==> src/rtl/rbsd_pkg.sv <==
// Shared types and constants of the repetition BPSK soft decoder.
package rbsd_pkg;

    // Default values of the top-level parameters.
    localparam int DEF_MAX_CARRIERS = 128;
    localparam int DEF_MAX_BITS     = 14;
    localparam int DEF_SAMPLE_WIDTH = 16;

    // Fixed widths of the register file and of the result fields.
    localparam int CFG_DATA_W = 64;
    localparam int CFG_IDX_W  = 3;
    localparam int MASK_W     = 128;
    localparam int CI_W       = 7;
    localparam int LEN_W      = 8;
    localparam int NB_W       = 4;
    localparam int REL_W      = 23;
    localparam int DBITS_W    = 14;

    // Register values after reset.
    localparam logic [LEN_W-1:0] RST_SYMBOL_LENGTH = 8'd128;
    localparam logic [NB_W-1:0]  RST_BITS_PER_WORD = 4'd8;
    localparam logic [REL_W-1:0] RST_WEAK_THRESH   = 23'd10240;

    // Register indexes on the configuration port.
    typedef enum logic [CFG_IDX_W-1:0] {
        CFG_SYMBOL_LENGTH  = 3'd0,
        CFG_BITS_PER_WORD  = 3'd1,
        CFG_EXCLUDED_LOW   = 3'd2,
        CFG_EXCLUDED_HIGH  = 3'd3,
        CFG_WHITENER_LOW   = 3'd4,
        CFG_WHITENER_HIGH  = 3'd5,
        CFG_WEAK_THRESHOLD = 3'd6
    } t_cfg_idx;

    // Register file contents as seen by the datapath.
    typedef struct packed {
        logic [LEN_W-1:0]  symbol_length;
        logic [NB_W-1:0]   bits_per_word;
        logic [MASK_W-1:0] excluded;
        logic [MASK_W-1:0] whitener;
        logic [REL_W-1:0]  weak_threshold;
    } t_cfg;

endpackage

==> src/rtl/rbsd_cfg_regs.sv <==
// Configuration register file of the repetition BPSK soft decoder.
module rbsd_cfg_regs
    import rbsd_pkg::*;
(
    input  logic                  i_clk,
    input  logic                  i_rst_n,
    input  logic                  i_cfg_valid,
    output logic                  o_cfg_ready,
    input  logic [CFG_IDX_W-1:0]  i_cfg_index,
    input  logic [CFG_DATA_W-1:0] i_cfg_data,
    output t_cfg                  o_cfg
);

    t_cfg r_cfg;

    // The register file takes a write in every cycle.
    assign o_cfg_ready = 1'b1;

    // Register writes; an unknown index is ignored.
    always_ff @(posedge i_clk) begin
        if (!i_rst_n) begin
            r_cfg.symbol_length  <= RST_SYMBOL_LENGTH;
            r_cfg.bits_per_word  <= RST_BITS_PER_WORD;
            r_cfg.excluded       <= '0;
            r_cfg.whitener       <= '0;
            r_cfg.weak_threshold <= RST_WEAK_THRESH;
        end else if (i_cfg_valid) begin
            unique case (t_cfg_idx'(i_cfg_index))
                CFG_SYMBOL_LENGTH:  r_cfg.symbol_length <= i_cfg_data[LEN_W-1:0];
                CFG_BITS_PER_WORD:  r_cfg.bits_per_word <= i_cfg_data[NB_W-1:0];
                CFG_EXCLUDED_LOW:   r_cfg.excluded[CFG_DATA_W-1:0] <= i_cfg_data;
                CFG_EXCLUDED_HIGH:  r_cfg.excluded[MASK_W-1:CFG_DATA_W] <= i_cfg_data;
                CFG_WHITENER_LOW:   r_cfg.whitener[CFG_DATA_W-1:0] <= i_cfg_data;
                CFG_WHITENER_HIGH:  r_cfg.whitener[MASK_W-1:CFG_DATA_W] <= i_cfg_data;
                CFG_WEAK_THRESHOLD: r_cfg.weak_threshold <= i_cfg_data[REL_W-1:0];
                default: begin
                end
            endcase
        end
    end

    assign o_cfg = r_cfg;

endmodule

==> src/rtl/rbsd_acc_mem.sv <==
// Soft accumulator memory with registered read and per-entry valid bits.
module rbsd_acc_mem #(
    parameter int DEPTH  = 14,
    parameter int WIDTH  = 24,
    parameter int ADDR_W = 4
) (
    input  logic              i_clk,
    input  logic              i_rst_n,
    input  logic              i_rd_en,
    input  logic [ADDR_W-1:0] i_rd_addr,
    output logic [WIDTH-1:0]  o_rd_data,
    input  logic              i_wr_en,
    input  logic [ADDR_W-1:0] i_wr_addr,
    input  logic [WIDTH-1:0]  i_wr_data
);

    logic [WIDTH-1:0] r_mem [DEPTH];
    logic [WIDTH-1:0] r_rd_data;
    logic [DEPTH-1:0] r_valid;
    logic             r_rd_valid;

    // Storage array; a read at the written address returns the old contents.
    always_ff @(posedge i_clk) begin
        if (i_rd_en) begin
            r_rd_data <= r_mem[i_rd_addr];
        end
        if (i_wr_en) begin
            r_mem[i_wr_addr] <= i_wr_data;
        end
    end

    // Entries never written since reset read as zero.
    always_ff @(posedge i_clk) begin
        if (!i_rst_n) begin
            r_valid    <= '0;
            r_rd_valid <= 1'b0;
        end else begin
            if (i_rd_en) begin
                r_rd_valid <= r_valid[i_rd_addr];
            end
            if (i_wr_en) begin
                r_valid[i_wr_addr] <= 1'b1;
            end
        end
    end

    assign o_rd_data = r_rd_valid ? r_rd_data : '0;

endmodule

==> src/rtl/rbsd_decide.sv <==
// Hard decision and minimum magnitude search over the accumulators of a symbol.
module rbsd_decide
    import rbsd_pkg::*;
#(
    parameter int MAX_BITS = DEF_MAX_BITS,
    parameter int ACC_W    = 24,
    parameter int SLOT_W   = 4
) (
    input  logic               i_clk,
    input  logic               i_clear,
    input  logic               i_fold,
    input  logic [SLOT_W-1:0]  i_idx,
    input  logic [ACC_W-1:0]   i_acc,
    input  logic [NB_W-1:0]    i_nb,
    output logic [DBITS_W-1:0] o_word,
    output logic [ACC_W-1:0]   o_min
);

    logic [MAX_BITS-1:0] r_word;
    logic [ACC_W-1:0]    r_min;
    logic [MAX_BITS-1:0] n_word;
    logic [ACC_W-1:0]    n_min;
    logic                w_take;
    logic [ACC_W-1:0]    w_mag;

    // Fold the current accumulator into the running word and minimum.
    always_comb begin
        w_take = i_fold && (NB_W'(i_idx) < i_nb);
        w_mag  = i_acc[ACC_W-1] ? (ACC_W'(0) - i_acc) : i_acc;
        n_word = r_word;
        n_min  = r_min;
        if (w_take) begin
            if (i_acc[ACC_W-1]) begin
                n_word[i_idx] = 1'b1;
            end
            if (w_mag < r_min) begin
                n_min = w_mag;
            end
        end
    end

    // Running registers, restarted at the start of each sweep.
    always_ff @(posedge i_clk) begin
        if (i_clear) begin
            r_word <= '0;
            r_min  <= '1;
        end else if (i_fold) begin
            r_word <= n_word;
            r_min  <= n_min;
        end
    end

    assign o_word = DBITS_W'(n_word);
    assign o_min  = n_min;

endmodule

==> src/rtl/repetition_bpsk_soft_decoder_unit.sv <==
// Top level of the repetition BPSK soft decoder.
// Each input transaction carries the real part of one subcarrier in carrier order.
// Every carrier is accepted in S_IDLE, which reads the accumulator of its slot
// from the accumulator memory, and then passes through S_ACCUM, which writes
// the updated sum back; an excluded carrier writes nothing. The last carrier
// of a symbol adds a sweep over all MAX_BITS memory entries, which reads each
// accumulator, folds it into the decision and writes it back as zero; S_FINISH
// then waits for the output register to be free before the result transaction
// is offered. The result sits in the output register,
// and the next symbol's carriers are taken while it waits; only a second
// finished symbol waits for the first result to be taken. Configuration
// writes are taken in every cycle and must be issued only while no carrier
// transaction is in progress, that is while the input channel is ready.
module repetition_bpsk_soft_decoder_unit
    import rbsd_pkg::*;
#(
    parameter int MAX_CARRIERS = DEF_MAX_CARRIERS,
    parameter int MAX_BITS     = DEF_MAX_BITS,
    parameter int SAMPLE_WIDTH = DEF_SAMPLE_WIDTH
) (
    input  logic                    i_clk,
    input  logic                    i_rst_n,
    input  logic                    i_valid,
    output logic                    o_ready,
    input  logic [SAMPLE_WIDTH-1:0] i_sample_real,
    output logic                    o_valid,
    input  logic                    i_ready,
    output logic [DBITS_W-1:0]      o_data_bits,
    output logic [REL_W-1:0]        o_reliability,
    output logic                    o_weak_res,
    input  logic                    i_cfg_valid,
    output logic                    o_cfg_ready,
    input  logic [CFG_IDX_W-1:0]    i_cfg_index,
    input  logic [CFG_DATA_W-1:0]   i_cfg_data
);

    localparam int ACC_W  = SAMPLE_WIDTH + $clog2(MAX_CARRIERS) + 1;
    localparam int SLOT_W = (MAX_BITS > 1) ? $clog2(MAX_BITS) : 1;
    localparam int CMP_W  = (ACC_W > REL_W) ? ACC_W : REL_W;

    typedef enum logic [3:0] {
        S_IDLE   = 4'b0001,
        S_ACCUM  = 4'b0010,
        S_SWEEP  = 4'b0100,
        S_FINISH = 4'b1000
    } t_state;

    t_cfg               w_cfg;
    t_state             r_state;
    logic [CI_W-1:0]    r_carrier;
    logic [CI_W-1:0]    r_used;
    logic [SLOT_W-1:0]  r_slot;
    logic [SLOT_W-1:0]  r_slot_use;
    logic [ACC_W-1:0]   r_x;
    logic               r_use;
    logic               r_last;
    logic [SLOT_W-1:0]  r_sweep;
    logic               r_chk_valid;
    logic [SLOT_W-1:0]  r_chk_idx;
    logic               r_out_valid;
    logic [DBITS_W-1:0] r_data_bits;
    logic [REL_W-1:0]   r_reliability;
    logic               r_weak;

    logic [LEN_W-1:0]   w_len;
    logic [NB_W-1:0]    w_nb;
    logic               w_accept;
    logic               w_excl;
    logic               w_white;
    logic [SLOT_W-1:0]  w_slot_use;
    logic [SLOT_W-1:0]  w_slot_next;
    logic [ACC_W-1:0]   w_x_ext;
    logic               w_last;
    logic               w_out_free;
    logic               w_fold;
    logic               w_rd_en;
    logic [SLOT_W-1:0]  w_rd_addr;
    logic [ACC_W-1:0]   w_rd_data;
    logic               w_wr_en;
    logic [SLOT_W-1:0]  w_wr_addr;
    logic [ACC_W-1:0]   w_wr_data;
    logic [DBITS_W-1:0] w_word;
    logic [ACC_W-1:0]   w_min;

    rbsd_cfg_regs u_cfg (
        .i_clk       (i_clk),
        .i_rst_n     (i_rst_n),
        .i_cfg_valid (i_cfg_valid),
        .o_cfg_ready (o_cfg_ready),
        .i_cfg_index (i_cfg_index),
        .i_cfg_data  (i_cfg_data),
        .o_cfg       (w_cfg)
    );

    // Clamp symbol length and period to their legal ranges.
    always_comb begin
        w_len = w_cfg.symbol_length;
        if (w_len == '0) begin
            w_len = LEN_W'(1);
        end else if (w_len > LEN_W'(MAX_CARRIERS)) begin
            w_len = LEN_W'(MAX_CARRIERS);
        end
        w_nb = w_cfg.bits_per_word;
        if (w_nb == '0) begin
            w_nb = NB_W'(1);
        end else if (w_nb > NB_W'(MAX_BITS)) begin
            w_nb = NB_W'(MAX_BITS);
        end
    end

    // Per-carrier decode of exclusion, whitening, slot and symbol end.
    always_comb begin
        w_accept    = i_valid && (r_state == S_IDLE);
        w_excl      = w_cfg.excluded[r_carrier];
        w_white     = w_cfg.whitener[r_used];
        w_slot_use  = (NB_W'(r_slot) >= w_nb) ? '0 : r_slot;
        w_slot_next = ((NB_W'(w_slot_use) + NB_W'(1)) >= w_nb) ? '0
                                                              : w_slot_use + SLOT_W'(1);
        w_x_ext     = {{(ACC_W-SAMPLE_WIDTH){i_sample_real[SAMPLE_WIDTH-1]}}, i_sample_real};
        w_last      = (LEN_W'(r_carrier) + LEN_W'(1)) >= w_len;
        w_out_free  = !r_out_valid || i_ready;
    end

    // Memory port selection: read-modify-write per carrier, sweep at symbol end.
    always_comb begin
        w_rd_en   = 1'b0;
        w_rd_addr = w_slot_use;
        w_wr_en   = 1'b0;
        w_wr_addr = r_slot_use;
        w_wr_data = w_rd_data + r_x;
        unique case (r_state)
            S_IDLE: begin
                w_rd_en = w_accept;
            end
            S_ACCUM: begin
                w_wr_en = r_use;
            end
            S_SWEEP: begin
                w_rd_en   = 1'b1;
                w_rd_addr = r_sweep;
                w_wr_en   = 1'b1;
                w_wr_addr = r_sweep;
                w_wr_data = '0;
            end
            S_FINISH: begin
            end
            default: begin
            end
        endcase
    end

    rbsd_acc_mem #(
        .DEPTH  (MAX_BITS),
        .WIDTH  (ACC_W),
        .ADDR_W (SLOT_W)
    ) u_mem (
        .i_clk     (i_clk),
        .i_rst_n   (i_rst_n),
        .i_rd_en   (w_rd_en),
        .i_rd_addr (w_rd_addr),
        .o_rd_data (w_rd_data),
        .i_wr_en   (w_wr_en),
        .i_wr_addr (w_wr_addr),
        .i_wr_data (w_wr_data)
    );

    assign w_fold = r_chk_valid && ((r_state == S_SWEEP) || (r_state == S_FINISH));

    rbsd_decide #(
        .MAX_BITS (MAX_BITS),
        .ACC_W    (ACC_W),
        .SLOT_W   (SLOT_W)
    ) u_decide (
        .i_clk   (i_clk),
        .i_clear ((r_state == S_ACCUM) && r_last),
        .i_fold  (w_fold),
        .i_idx   (r_chk_idx),
        .i_acc   (w_rd_data),
        .i_nb    (w_nb),
        .o_word  (w_word),
        .o_min   (w_min)
    );

    // Sequencer and symbol counters.
    always_ff @(posedge i_clk) begin
        if (!i_rst_n) begin
            r_state     <= S_IDLE;
            r_carrier   <= '0;
            r_used      <= '0;
            r_slot      <= '0;
            r_use       <= 1'b0;
            r_last      <= 1'b0;
            r_sweep     <= '0;
            r_chk_valid <= 1'b0;
        end else begin
            unique case (r_state)
                S_IDLE: begin
                    if (w_accept) begin
                        r_use   <= !w_excl;
                        r_last  <= w_last;
                        r_state <= S_ACCUM;
                        if (w_last) begin
                            r_carrier <= '0;
                            r_used    <= '0;
                            r_slot    <= '0;
                        end else begin
                            r_carrier <= r_carrier + CI_W'(1);
                            if (!w_excl) begin
                                r_used <= r_used + CI_W'(1);
                                r_slot <= w_slot_next;
                            end
                        end
                    end
                end
                S_ACCUM: begin
                    r_sweep     <= '0;
                    r_chk_valid <= 1'b0;
                    r_state     <= r_last ? S_SWEEP : S_IDLE;
                end
                S_SWEEP: begin
                    r_chk_valid <= 1'b1;
                    r_sweep     <= r_sweep + SLOT_W'(1);
                    if (r_sweep == SLOT_W'(MAX_BITS - 1)) begin
                        r_state <= S_FINISH;
                    end
                end
                S_FINISH: begin
                    if (w_out_free) begin
                        r_state <= S_IDLE;
                    end
                end
                default: begin
                    r_state <= S_IDLE;
                end
            endcase
        end
    end

    // Carrier payload held from acceptance to write-back, and sweep pipeline index.
    always_ff @(posedge i_clk) begin
        if (w_accept) begin
            r_slot_use <= w_slot_use;
            r_x        <= w_white ? (ACC_W'(0) - w_x_ext) : w_x_ext;
        end
        if (r_state == S_SWEEP) begin
            r_chk_idx <= r_sweep;
        end
    end

    // Output register of the result channel.
    always_ff @(posedge i_clk) begin
        if (!i_rst_n) begin
            r_out_valid <= 1'b0;
        end else if ((r_state == S_FINISH) && w_out_free) begin
            r_out_valid <= 1'b1;
        end else if (i_ready) begin
            r_out_valid <= 1'b0;
        end
    end

    always_ff @(posedge i_clk) begin
        if ((r_state == S_FINISH) && w_out_free) begin
            r_data_bits   <= w_word;
            r_reliability <= REL_W'(w_min);
            r_weak        <= CMP_W'(w_min) <= CMP_W'(w_cfg.weak_threshold);
        end
    end

    assign o_ready       = (r_state == S_IDLE);
    assign o_valid       = r_out_valid;
    assign o_data_bits   = r_data_bits;
    assign o_reliability = r_reliability;
    assign o_weak_res    = r_weak;

endmodule

==> config.mk <==
export PLATFORM = sky130hd
export DESIGN_NAME = repetition_bpsk_soft_decoder_unit
export DESIGN_NICKNAME = d
export VERILOG_FILES = /design/src/rtl/rbsd_pkg.sv /design/src/rtl/rbsd_cfg_regs.sv /design/src/rtl/rbsd_acc_mem.sv /design/src/rtl/rbsd_decide.sv /design/src/rtl/repetition_bpsk_soft_decoder_unit.sv
export SDC_FILE = /design/constraint.sdc
export NUM_CORES = 1
export LEC_CHECK = 0
export BUFFER_PORTS_ARGS = -buffer_cell sky130_fd_sc_hd__buf_4
export CAP_MARGIN = 5
export CORE_MARGIN = 2
export CORE_UTILIZATION = 35
export DETAILED_ROUTE_END_ITERATION = 10
export MAX_ROUTING_LAYER = met4
export PLACE_DENSITY_LB_ADDON = 0.05
export SLEW_MARGIN = 5
export SYNTH_ARGS = -nofsm -noshare
export SYNTH_HDL_FRONTEND = slang
export SYNTH_SLANG_ARGS = --single-unit
export TNS_END_PERCENT = 100
==> constraint.sdc <==
create_clock -name i_clk -period 5.2 [get_ports i_clk]
set_input_delay 1.04 -clock i_clk [delete_from_list [all_inputs] [get_ports i_clk]]
set_output_delay 1.04 -clock i_clk [all_outputs]
set_load 0.005 [all_outputs]
## After elaboration in Yosys (flattened, before gate mapping)

Memory sizes are Yosys's and may differ from the RTL's. A register that Yosys moved wholly into a read port is not among the register bits.
Cells that the tools add are included.

| operators by class | value |
|---|---|
| add/subtract/negate cells | 8 |
| $lt $le $gt $ge | 15 |
| equal/unequal tests | 15 |
| multiplexer cells | 44 |
| bitwise logic cells | 2 |
| reduce and logical (&&, ||, !) cells | 26 |

Operators by type and width:

| kind | count |
|---|---|
| $mux W24 | 6 |
| $mux W4 | 11 |
| $mux W14 | 2 |
| $or A14 B14 Y14 | 2 |
| $add A24 B24 Y24 | 1 |
| $le A24 B23 Y1 | 1 |
| $lt A24 B24 Y1 | 1 |
| $sub A1 B24 Y24 const A | 1 |
| $mux W7 | 3 |
| $sub A1 B16 Y17 const A | 1 |
| $lt A7 B8 Y1 const B | 2 |
| $mux W8 | 2 |
| $pmux W4 S4 | 1 |
| $reduce_and A2 Y1 | 8 |
| $lt A4 B5 Y1 const B | 3 |
| $add A7 B1 Y7 const B | 2 |
| $bmux W1 S7 | 2 |
| $eq A3 B3 Y1 const B | 3 |
| $mux W1 | 9 |
| $add A4 B1 Y4 const B | 2 |
| $add A7 B1 Y8 const B | 1 |
| $demux W1 S4 | 2 |
| $eq A4 B4 Y1 const B | 2 |
| $ge A4 B1 Y1 const B | 2 |
| other kinds (24) | 40 |

| storage, ports and cells | value |
|---|---|
| flip-flop bits (word level) | 444 |
| memory bits (writable) | 336 |
| input bits | 88 |
| word-level logic and storage cells | 137 |
| memories | 1 |

Memory list:

| name | depth | bits a word | read ports | clocked after Yosys merged registers in | write ports | RTL line | source |
|---|---|---|---|---|---|---|---|
| u_mem.r_mem | 14 | 24 | 1 | 1 | 1 | rbsd_acc_mem.sv:17 | `logic [WIDTH-1:0] r_mem [DEPTH];` |

## Depth between registers and ports, before layout

Gate-level depths: netlist of run 1.

| depth | value |
|---|---|
| depth in word-level cells | 10 |
| gate-level depth with buffers | 30 |
| mapped depth without buffers | 24 |

## Cells and area by module

From an unflattened synthesis of run 1, not the netlist that was laid out.

| second synthesis, totals | value |
|---|---|
| cell total of the unflattened synthesis | 2804 |
| area total of the unflattened synthesis | 35849.4 µm² |

Modules (own cells, without submodules):

| module | times used | cells an instance | area each (µm²) | sequential area each (µm²) |
|---|---|---|---|---|
| rbsd_acc_mem | 1 | 655 | 14236.2 | 11110.7 |
| rbsd_cfg_regs | 1 | 1023 | 10526.3 | 5825.6 |
| repetition_bpsk_soft_decoder_unit | 1 | 803 | 8329.2 | 2492.4 |
| rbsd_decide | 1 | 323 | 2757.6 | 760.7 |

## Worst setup path before layout of run 1

No wires, ideal clock.

| path | value |
|---|---|
| path type | register to register |
| from | register u_mem.r_rd_valid |
| to | register r_weak, in the netlist o_weak_res (data pin) |
| setup time | 0.167 ns |
| data arrival time | 5.444 ns |
| data required time | 5.033 ns |
| setup slack | -0.411 ns |
| cell stages (with the launch flop) | 31 |
| clock period less this slack | 5.611 ns |
| path through | dfxtp_1 clkbuf_1 clkbuf_1 clkbuf_1 clkbuf_1 nand2_1 ha_1 and2_1 nand4b_1 nand2_1 xnor2_1 and2_1 ha_1 a21o_1 a21oi_1 nor2b_1 o211ai_1 a31oi_1 and4b_1 clkbuf_1 buf_2 mux2_2 ha_1 nor2b_1 o21a_1 o21a_1 o21ai_0 a21oi_1 o41ai_1 a21oi_1 a211oi_1 |

| on the way | value |
|---|---|
| word-level cells in the longest chain between the ends | 7 |

Ends and longest elaborated chain:

| item | RTL line | source |
|---|---|---|
| start: declaration | rbsd_acc_mem.sv:20 | `logic r_rd_valid;` |
| start signal: assignment | rbsd_acc_mem.sv:39 | `r_rd_valid <= r_valid[i_rd_addr];` |
| $mux W24 * | rbsd_acc_mem.sv:47 | `assign o_rd_data = r_rd_valid ? r_rd_data : '0;` |
| $sub A1 B24 Y24 | rbsd_decide.sv:29 | `w_mag = i_acc[ACC_W-1] ? (ACC_W'(0) - i_acc) : i_acc;` |
| $mux W24 * | rbsd_decide.sv:29 |  |
| $lt A24 B24 Y1 | rbsd_decide.sv:36 | `if (w_mag < r_min) begin` |
| $mux W24 * | rbsd_decide.sv:36 |  |
| $mux W24 * | rbsd_decide.sv:32 | `if (w_take) begin` |
| via u_decide.o_min[1] | rbsd_decide.sv:16 | `output logic [ACC_W-1:0] o_min` |
| $le A24 B23 Y1 * | repetition_bpsk_soft_decoder_unit.sv:265 | `r_weak <= CMP_W'(w_min) <= CMP_W'(w_cfg.weak_threshold);` |
| end signal: assignment | repetition_bpsk_soft_decoder_unit.sv:265 |  |
| end: declaration | repetition_bpsk_soft_decoder_unit.sv:63 | `logic r_weak;` |

Mark *: on every way through the listed nets, which the timed path passes. The rest lies on a longest branch.
A chain may end at the register's enable or synchronous reset.

## Worst setup path after layout of run 1

| path | value |
|---|---|
| from | register u_mem.r_rd_data[10] (read register of u_mem.r_mem) |
| to | register r_weak, in the netlist o_weak_res (data pin) |

| on the way | value |
|---|---|
| word-level cells in the longest chain between the ends | 7 |

Ends and longest elaborated chain:

| item | RTL line | source |
|---|---|---|
| start: declaration | rbsd_acc_mem.sv:18 | `logic [WIDTH-1:0] r_rd_data;` |
| $mux W24 * | rbsd_acc_mem.sv:47 |  |
| $sub A1 B24 Y24 | rbsd_decide.sv:29 |  |
| $mux W24 * | rbsd_decide.sv:29 |  |
| $lt A24 B24 Y1 | rbsd_decide.sv:36 |  |
| $mux W24 * | rbsd_decide.sv:36 |  |
| $mux W24 * | rbsd_decide.sv:32 |  |
| via u_decide.o_min[13] | rbsd_decide.sv:16 |  |
| $le A24 B23 Y1 * | repetition_bpsk_soft_decoder_unit.sv:265 |  |

Marked as above.

==> results of run 1 <==
## routing by layer
metal / global-route usage / vias up / routed length [microns]
met5: - / - / 0
met4: 0.0555 / 0 / 2340
met3: 0.0308 / 129 / 4380
met2: 0.338 / 421 / 51800
met1: 0.250 / 12200 / 46300
li1: - / 11800 / -
## logic make-up after synthesis
family	share of synthesized area
buffers and inverters	0.0293
other	0.000103
flip-flops	0.554
XOR/XNOR	0.0142
adder cells (fa/ha/maj)	0.0328
AND/OR/NAND/NOR	0.123
AO/OA/AOI/OAI	0.111
multiplexers	0.136
## cell type report
| cell class | instances | share of cell area |
|---|---|---|
| clock buffers | 128 | 0.0608 |
| diodes | 1 | 0.0000581 |
| repair buffers | 273 | 0.0515 |
| multi-input cells | 2152 | 0.362 |
| flip-flops and latches | 797 | 0.469 |
| inverters | 78 | 0.00680 |
| clock inverters | 40 | 0.00936 |
| well taps | 1380 | 0.0401 |
## through the flow
stage | power (mW) | setup TNS (ps)
3_3_place_gp | 8.57 | -233
2_1_floorplan | 7.97 | 0
4_1_cts | 15.2 | -20.3
5_1_grt | 15.6 | -253
3_5_place_dp | 8.59 | -391
6_report | 14.9 | -19.2
## path summary, 6_finish.rpt
check / start / endpoint / cells after the start
setup / recovery: u_mem.r_rd_data[10] / o_weak_res / 24
hold / removal: u_cfg.o_cfg[189] / u_cfg.o_cfg[189] / 2
setup reg to reg: u_mem.r_rd_data[10] / o_weak_res / 24
hold reg to reg: u_cfg.o_cfg[189] / u_cfg.o_cfg[189] / 2
## state kept, by name, indices dropped and copies added, names as in the netlist, 14 cells and up
signal / count
r_x: 17
o_data_bits: 14
u_mem.r_rd_data: 24
u_cfg.o_cfg: 291
u_decide.r_min: 24
o_reliability: 23
u_mem.r_mem: 336
u_decide.r_word: 14
u_mem.r_valid: 14
## critical path, stage by stage (launching register included)
cell      delay, ps
edfxtp_1        390
or4_4           580
o31ai_4         250
nand4b_1        230
buf_4           210
nand2_1          70
xnor2_1          60
and2_1          170
ha_1            170
a21o_1          180
a21oi_2         130
nor2b_1          50
o211ai_1        180
a31oi_1         120
and4b_4         420
buf_6           160
mux2_2          370
ha_4            280
nand4_1         140
nor2_2          160
nand4_1         120
a21oi_2         160
o41ai_2          90
a21oi_1         200
a211oi_2         50
## Yosys cell counts (42+ instances only)
master,instances,share of area
nand2_1,665,0.069
edfxtp_1,423,0.35
dfxtp_1,374,0.21
mux2i_1,315,0.087
a21boi_0,292,0.060
clkbuf_1,134,0.014
nor2_1,101,0.010
ha_1,94,0.032
a21oi_1,80,0.011
inv_1,76,0.0078
and2_1,69,0.012
mux4_2,68,0.042
xnor2_1,48,0.012
nand2b_1,42,0.0072
## what timing repair did
action	CTS	global route
buffers inserted	12	1
endpoints found under the setup margin	1	1
pin swaps	17	6
resized for setup	39	4
## where the power goes
group	total, mW	switching, mW	leakage [nW]	internal, mW
sequential	6.91	0.113	6.88	6.80
clock	6.47	2.61	1.48	3.86
combinational	1.57	0.872	8.48	0.693
total	14.9	3.60	16.8	11.3
==> impl_metrics.env, run 1 <==
export IMPL_critPathCaptureType="flip-flop"
export IMPL_grt_max_degree=151
export IMPL_post_route_min_period_ps=5220
export IMPL_period_share=1.00
export IMPL_leakagePower_nw=16.8
export IMPL_areaGrowthSynthToFinish_pct=18.2
export IMPL_chipHeight_microns=327
export IMPL_rsz0062_at_grt="true"
export IMPL_fin_util=0.417
export IMPL_worstMarginPinSlew_ps=1180
export IMPL_path_class="reg -> reg"
export IMPL_cts_path_max_buffers=3
export IMPL_status="finished with violations"
export IMPL_numCtsBuffers=91
export IMPL_dp_hpwl_mm=68.8
export IMPL_dp_cells=4667
export IMPL_worstPathArrival_ps=5620
export IMPL_io_pins=129
export IMPL_hp_class="reg -> reg"
export IMPL_cp_max_fo=7
export IMPL_clock_latency_ps=660
export IMPL_fin_hold_ws_ps=461
export IMPL_std_cell_rows=118
export IMPL_cts_reportedPaths_clkPinSlew_ps=60
export IMPL_finalSetupViolCount=1
export IMPL_drc_errors=0
export IMPL_fmax_mhz=192
export IMPL_n_fill_cell=9856
export IMPL_final_cell_mix="664 x nand2_1, 423 x edfxtp_1, 371 x dfxtp_1"
export IMPL_slew_headroom=0.210
export IMPL_gp_congestion=0.888
export IMPL_synth_nets=3393
export IMPL_grt_ovfl_total=0
export IMPL_worst_clock_skew_ps=26.4
export IMPL_netlist_instances=3210
export IMPL_via_per_inst=5.07
export IMPL_placed_area_sq_mm=0.0397
export IMPL_crit_path_start_kind="flip-flop"
export IMPL_grt_use_total=0.201
export IMPL_numPortBuffers=127
export IMPL_fp_coreArea_sq_mm=0.103
export IMPL_die_area_sq_mm=0.107
export IMPL_synthFlopType="edfxtp_1"
export IMPL_fp_dieW_microns=327
export IMPL_vias=24600
export IMPL_ctsRootBufferMaster="clkbuf_16"
export IMPL_max_cap_violations=0
export IMPL_synth_edff_count=423
export IMPL_seq_area_sq_mm=0.0202
export IMPL_start_util=0.352
export IMPL_grt_pass1_vias=24800
export IMPL_htree_levels=3
export IMPL_powerDensity_mw_per_mm2=347
export IMPL_hold_viol=0
export IMPL_cts_tree="yes"
export IMPL_fin_nets=3576
export IMPL_violations="negative setup slack"
export IMPL_multi_input_area_sq_mm=0.0156
export IMPL_final_common_cell="nand2_1"
export IMPL_synthArstFlopShare=0
export IMPL_yosysSeqAreaShare=0.554
export IMPL_clock_sinks=797
export IMPL_yosys_warnings=0
export IMPL_cts_hold_buf=0
export IMPL_yosys_register_bits=797
export IMPL_ir_drop_v=0.000232
export IMPL_antenna_found_initial=2
export IMPL_grt_pass1_wl_mm=157
export IMPL_critPathRequiredTime_ps=5600
export IMPL_final_max_slew_viol_count=0
export IMPL_fin_cells=4849
export IMPL_drive_gt1_frac=0.163
export IMPL_synth_distinct_cells=72
export IMPL_syn_area_sq_mm=0.0364
export IMPL_syn_area_per_cell_sq_um=11.3
export IMPL_wl_per_cell_microns=21.6
export IMPL_drtAntennaViolNets=0
export IMPL_reg2reg_slack_ps=-20
export IMPL_timing_final_ws_setup_ps=-19.2
export IMPL_final_area_sq_mm=0.0430
export IMPL_wl_mm=105
export IMPL_drt_pass1_iterations=5
export IMPL_dr_first_iter_drc_count=1386
export IMPL_pre_cts_ws_ps=-391
No activity file was read; power rests on OpenSTA's default activity.
==> run 2: changes to the inputs <==
--- a/config.mk
+++ b/config.mk
@@ -9,9 +9,11 @@
 export CAP_MARGIN = 5
 export CORE_MARGIN = 2
 export CORE_UTILIZATION = 35
+export CTS_CLUSTER_DIAMETER = 80
 export DETAILED_ROUTE_END_ITERATION = 10
 export MAX_ROUTING_LAYER = met4
 export PLACE_DENSITY_LB_ADDON = 0.05
+export SKIP_LAST_GASP = 1
 export SLEW_MARGIN = 5
 export SYNTH_ARGS = -nofsm -noshare
 export SYNTH_HDL_FRONTEND = slang
==> run 2 against run 1 <==
  * The flow now finishes without violations
  * Clock-buffer cell count unchanged
  * Global-route usage up 0.059 points
  * First-iteration DRC count down 0.58%
  * Power down 0.43%
  * Hold slack worse by 0.90 ps
  * Non-clock buffer count up 4
  * Maximum frequency up 0.79%
  * Via count about the same
  * Worst setup slack better by 41 ps
  * Final cell count up 0.14%
  * Critical path depth up 1
  * Combinational power about the same
  * Critical endpoint unchanged
==> impl_metrics.env, run 2 (synthesis results as in run 1) <==
export IMPL_status="finished clean"
export IMPL_fmax_mhz=193
export IMPL_grt_pass1_vias=24900
export IMPL_cp_max_fo=5
export IMPL_crit_path_start_kind="flip-flop"
export IMPL_numPortBuffers=127
export IMPL_slowest_delay_ps=590
export IMPL_via_per_inst=5.06
export IMPL_numCtsBuffers=93
export IMPL_top_register="u_mem.r_mem"
export IMPL_rsz0062_at_grt="true"
export IMPL_die_area_sq_mm=0.107
export IMPL_hold_viol=0
export IMPL_drtAntennaViolNets=0
export IMPL_fp_dieW_microns=327
export IMPL_clock_sinks=797
export IMPL_start_util=0.352
export IMPL_worstMarginPinSlew_ps=1160
export IMPL_use_met2=0.339
export IMPL_dr_first_iter_drc_count=1378
export IMPL_fin_util=0.418
export IMPL_placed_area_sq_mm=0.0397
export IMPL_fin_cells=4856
export IMPL_cts_reportedPaths_clkPinSlew_ps=60
export IMPL_final_common_cell="nand2_1"
export IMPL_fp_coreArea_sq_mm=0.103
export IMPL_pwr_share_comb=0.107
export IMPL_p_sw_frac=0.244
export IMPL_fin_nets=3582
export IMPL_io_pins=129
export IMPL_largest_reg_flops=336
export IMPL_clock_latency_ps=660
export IMPL_dp_cells=4667
export IMPL_leakagePower_nw=16.9
export IMPL_ir_drop_v=0.000230
export IMPL_met3_usage=0.0305
export IMPL_grt_pass1_wl_mm=157
export IMPL_path_class="reg -> reg"
export IMPL_htree_levels=3
export IMPL_drt_pass1_iterations=7
export IMPL_critPathCaptureType="flip-flop"
export IMPL_power_switching_mw=3.63
export IMPL_grt_ovfl_total=0
export IMPL_powerDensity_mw_per_mm2=345
export IMPL_wl_per_cell_microns=21.7
export IMPL_cts_path_max_buffers=3
export IMPL_worst_clock_skew_ps=24.8
export IMPL_path_buf_inv=3
export IMPL_antenna_found_initial=2
export IMPL_cp_top_family="compound AO/OA/AOI/OAI gates"
export IMPL_chipHeight_microns=327
export IMPL_final_max_slew_viol_count=0
export IMPL_fin_hold_ws_ps=460
export IMPL_period_share=0.996
export IMPL_wl_mm=105
export IMPL_reg2reg_slack_ps=20
export IMPL_slowest_stage="or4_4"
export IMPL_areaGrowthSynthToFinish_pct=18.5
export IMPL_final_area_sq_mm=0.0432
export IMPL_dp_hpwl_mm=68.8
export IMPL_max_cap_violations=0
export IMPL_drc_errors=0
export IMPL_vias=24600
export IMPL_p_clk_frac=0.429
export IMPL_critPathRequiredTime_ps=5690
export IMPL_p_total_mw=14.9
export IMPL_drive_gt1_frac=0.170
export IMPL_gp_congestion=0.888
export IMPL_finalSetupViolCount=0
export IMPL_hp_class="reg -> reg"
export IMPL_slew_headroom=0.225
export IMPL_cts_tree="yes"
export IMPL_pwr_share_seq=0.464
export IMPL_worstPathArrival_ps=5670
export IMPL_grt_use_total=0.201
export IMPL_p_int_mw=11.3
export IMPL_ctsRootBufferMaster="clkbuf_16"
export IMPL_met1_usage=0.250
export IMPL_busiest_layer="met2"
export IMPL_post_route_min_period_ps=5180
export IMPL_final_cell_mix="663 x nand2_1, 423 x edfxtp_1, 371 x dfxtp_1"
export IMPL_grt_max_degree=151
export IMPL_std_cell_rows=118
[run 2: routing by layer]
layer / vias up / routed length [microns]
met5: - / 0
met4: 0 / 2520
met3: 137 / 4210
met2: 431 / 52000
met1: 12200 / 46700
li1: 11800 / -
[run 2: worst reg2reg max path, stage by stage, from the launching register on]
cell	delay, ps
edfxtp_1	390
or4_4	590
o31ai_4	210
nand4b_1	230
o311ai_4	320
buf_4	170
nand2_1	50
o21ai_2	90
ha_4	240
a21oi_2	110
nor2b_1	50
o211ai_1	160
a31oi_1	120
and4b_4	420
buf_6	130
buf_6	100
mux2i_4	220
ha_2	190
nor2b_1	40
o21a_1	160
o21a_1	180
o21ai_2	140
a21oi_2	70
o41ai_2	280
a21oi_1	120
a211oi_2	210
[run 2: worst paths after layout]
check                                          from         endpoint  depth (start not counted)
worst min register to register      u_cfg.o_cfg[97]  u_cfg.o_cfg[97]                          2
worst max register to register  u_mem.r_rd_data[10]       o_weak_res                         25
worst min-delay path                u_cfg.o_cfg[97]  u_cfg.o_cfg[97]                          2
worst max-delay path            u_mem.r_rd_data[10]       o_weak_res                         25
[run 2: power groups by stage]
| stage | Combinational [mW] | Sequential, mW | Clock [mW] |
|---|---|---|---|
| 2_1_floorplan | 0.986 | 6.98 | 0 |
| 3_3_place_gp | 1.53 | 7.04 | 0 |
| 3_5_place_dp | 1.55 | 7.04 | 0 |
| 4_1_cts | 1.60 | 6.91 | 6.58 |
| 5_1_grt | 1.75 | 6.93 | 6.85 |
| 6_report | 1.59 | 6.91 | 6.38 |
[run 2: final cells by class]
class                      instances  area, sq um
antenna                            1         2.50
clock buffer                     128         2610
clock inverter                    43          373
fill                            9872        60200
inverter                          78          293
multi-input combinational       2152        15700
sequential                       797        20200
tap                             1380         1730
timing repair buffer             277         2250
[run 2: repair_timing]
action                                  4_1_cts  5_1_grt
endpoints found under the setup margin        1        1
endpoints found under the hold margin         0        0
gates cloned                                  0        0
resized for setup                            38       33
buffers inserted                             11        6
pin swaps                                    16       26
hold buffers                                  0        0
[run 2: per-stage QoR]
stage          TNS (ps)  worst slack, ps
4_1_cts           -21.2            -21.2
6_report              0             21.8
5_1_grt            -254             -254
2_1_floorplan         0             12.5
3_5_place_dp       -391             -391
3_3_place_gp       -233             -233
==> run 3: changes to the inputs <==
--- a/config.mk
+++ b/config.mk
@@ -7,6 +7,7 @@
 export LEC_CHECK = 0
 export BUFFER_PORTS_ARGS = -buffer_cell sky130_fd_sc_hd__buf_4
 export CAP_MARGIN = 5
+export CORE_ASPECT_RATIO = 0.5
 export CORE_MARGIN = 2
 export CORE_UTILIZATION = 35
 export CTS_CLUSTER_DIAMETER = 80
==> run 3 against run 2 <==
  * Utilization shrank 0.16 points
  * Wire length shrank 3.6%
  * First-iteration DRC count grew 6.8%
  * Cell area shrank 0.81%
  * The flow now finishes with violations (negative setup slack)
  * Worst setup slack lost 61 ps
  * Via count shrank 1.8%
  * Die area grew 0.15%
  * Sequential share of layout area grew 0.38 points
  * Critical endpoint unchanged
  * Sequential power is essentially flat
  * Non-clock buffer count grew 11
==> impl_metrics.env, run 3 (synthesis results as in run 1) <==
export IMPL_die_area_sq_mm=0.107
export IMPL_drive_gt1_frac=0.166
export IMPL_io_pins=129
export IMPL_pre_cts_ws_ps=-313
export IMPL_dp_hpwl_mm=66.3
export IMPL_worst_clock_skew_ps=33.3
export IMPL_fp_dieW_microns=460
export IMPL_hp_class="reg -> reg"
export IMPL_antenna_found_initial=6
export IMPL_vias=24100
export IMPL_status="finished with violations"
export IMPL_period_share=1.01
export IMPL_critPathCaptureType="flip-flop"
export IMPL_rsz0062_at_grt="true"
export IMPL_dr_first_iter_drc_count=1472
export IMPL_grt_max_degree=172
export IMPL_drc_errors=0
export IMPL_hold_viol=0
export IMPL_via_per_inst=4.96
export IMPL_cp_max_fo=4
export IMPL_largest_reg_flops=336
export IMPL_critPathRequiredTime_ps=5700
export IMPL_htree_levels=3
export IMPL_powerDensity_mw_per_mm2=338
export IMPL_fin_nets=3579
export IMPL_clock_latency_ps=670
export IMPL_areaGrowthSynthToFinish_pct=17.5
export IMPL_violations="negative setup slack"
export IMPL_n_fill_cell=9775
export IMPL_gp_congestion=0.830
export IMPL_grt_use_total=0.196
export IMPL_grt_ovfl_total=0
export IMPL_fin_hold_ws_ps=462
export IMPL_fin_util=0.416
export IMPL_top_register="u_mem.r_mem"
export IMPL_fp_coreArea_sq_mm=0.103
export IMPL_clock_sinks=797
export IMPL_grt_pass1_vias=24100
export IMPL_cts_path_max_buffers=3
export IMPL_cts_tree="yes"
export IMPL_std_cell_rows=83
export IMPL_timing_final_ws_setup_ps=-39.4
export IMPL_chipHeight_microns=232
export IMPL_max_cap_violations=0
export IMPL_ir_drop_v=0.000225
export IMPL_post_route_min_period_ps=5240
export IMPL_path_class="reg -> reg"
export IMPL_fin_tns_setup_ps=-39.4
export IMPL_worstMarginPinSlew_ps=1120
export IMPL_drtAntennaViolNets=0
export IMPL_grt_pass1_wl_mm=153
export IMPL_fmax_mhz=191
export IMPL_crit_path_start_kind="flip-flop"
export IMPL_final_cell_mix="664 x nand2_1, 423 x edfxtp_1, 371 x dfxtp_1"
export IMPL_start_util=0.354
export IMPL_numPortBuffers=127
export IMPL_slew_headroom=0.252
export IMPL_p_total_mw=14.5
export IMPL_wl_per_cell_microns=20.9
export IMPL_final_max_slew_viol_count=0
export IMPL_wl_mm=102
export IMPL_cts_reportedPaths_clkPinSlew_ps=70
export IMPL_leakagePower_nw=16.7
export IMPL_numCtsBuffers=79
export IMPL_drt_pass1_iterations=5
export IMPL_seq_area_sq_mm=0.0202
export IMPL_worstPathArrival_ps=5740
export IMPL_ctsRootBufferMaster="clkbuf_16"
export IMPL_final_common_cell="nand2_1"
export IMPL_multi_input_area_sq_mm=0.0157
export IMPL_finalSetupViolCount=1
-- run 3: cell types whose count changed in the layout (fill, tap and decap cells not counted), moves of 4 or more --
cell,before,now
buf_12,12,8
buf_4,259,274
clkbuf_1,23,18
clkbuf_16,96,84
clkinv_2,17,11
-- run 3: final timing paths --
| check | start | to | slack (ps) | cells past startpoint |
|---|---|---|---|---|
| worst min register to register | u_cfg.o_cfg[120] | u_cfg.o_cfg[120] | 460 | 2 |
| worst min-delay path | u_cfg.o_cfg[120] | u_cfg.o_cfg[120] | 460 | 2 |
| worst max-delay path | u_mem.r_rd_data[10] | o_weak_res | -40 | 23 |
| worst max register to register | u_mem.r_rd_data[10] | o_weak_res | -40 | 23 |
-- run 3: through the flow --
| stage | cell area (sq um) | std cells |
|---|---|---|
| 3_3_place_gp | 39800 | 4704 |
| 5_1_grt | 42800 | 4864 |
| 6_report | 42800 | 4864 |
| 4_1_cts | 42600 | 4859 |
| 2_1_floorplan | 36500 | 3210 |
| 3_5_place_dp | 39800 | 4704 |
-- run 3: what timing repair did --
item | CTS | global route
hold buffers | 0 | 0
setup buffers | 9 | 4
setup endpoints to repair | 1 | 1
resized for setup | 26 | 31
pin swaps | 20 | 18
-- run 3: cell type report --
cell class / instances / share of cell area
clock inverter: 39 / 0.00912
inverter: 78 / 0.00684
multi-input combinational: 2152 / 0.366
clock buffer: 107 / 0.0523
sequential: 797 / 0.472
timing repair buffer: 288 / 0.0535
antenna: 1 / 0.0000584
tap: 1402 / 0.0410
-- run 3: worst max-delay path, cell delays in order, from the launching register on --
cell	delay, ps
edfxtp_1	400
or4_4	580
o31ai_4	210
nand4b_1	200
o311ai_2	360
buf_4	180
o221ai_2	120
ha_1	330
nand4_1	110
nor2_2	160
o2111ai_1	130
nor2_1	100
o31ai_1	70
and4b_2	300
buf_6	140
mux2_4	310
ha_4	220
a21o_1	170
a21o_1	180
a21oi_2	130
nor2_1	60
o41ai_2	300
a21oi_1	100
a211oi_1	200
-- run 3: power by group --
group / internal (mW) / switching, mW
clock network: 3.38 / 2.59
logic: 0.723 / 0.888
registers: 6.79 / 0.103
total: 10.9 / 3.58
-- run 3: routing by layer --
layer	up-vias	share of wire	global-route usage	wire, microns
li1	11800	-	-	-
met1	11800	0.49	0.265	49600
met2	336	0.46	0.308	46700
met3	130	0.031	0.0308	3130
met4	0	0.021	0.0481	2120
met5	-	0	-	0
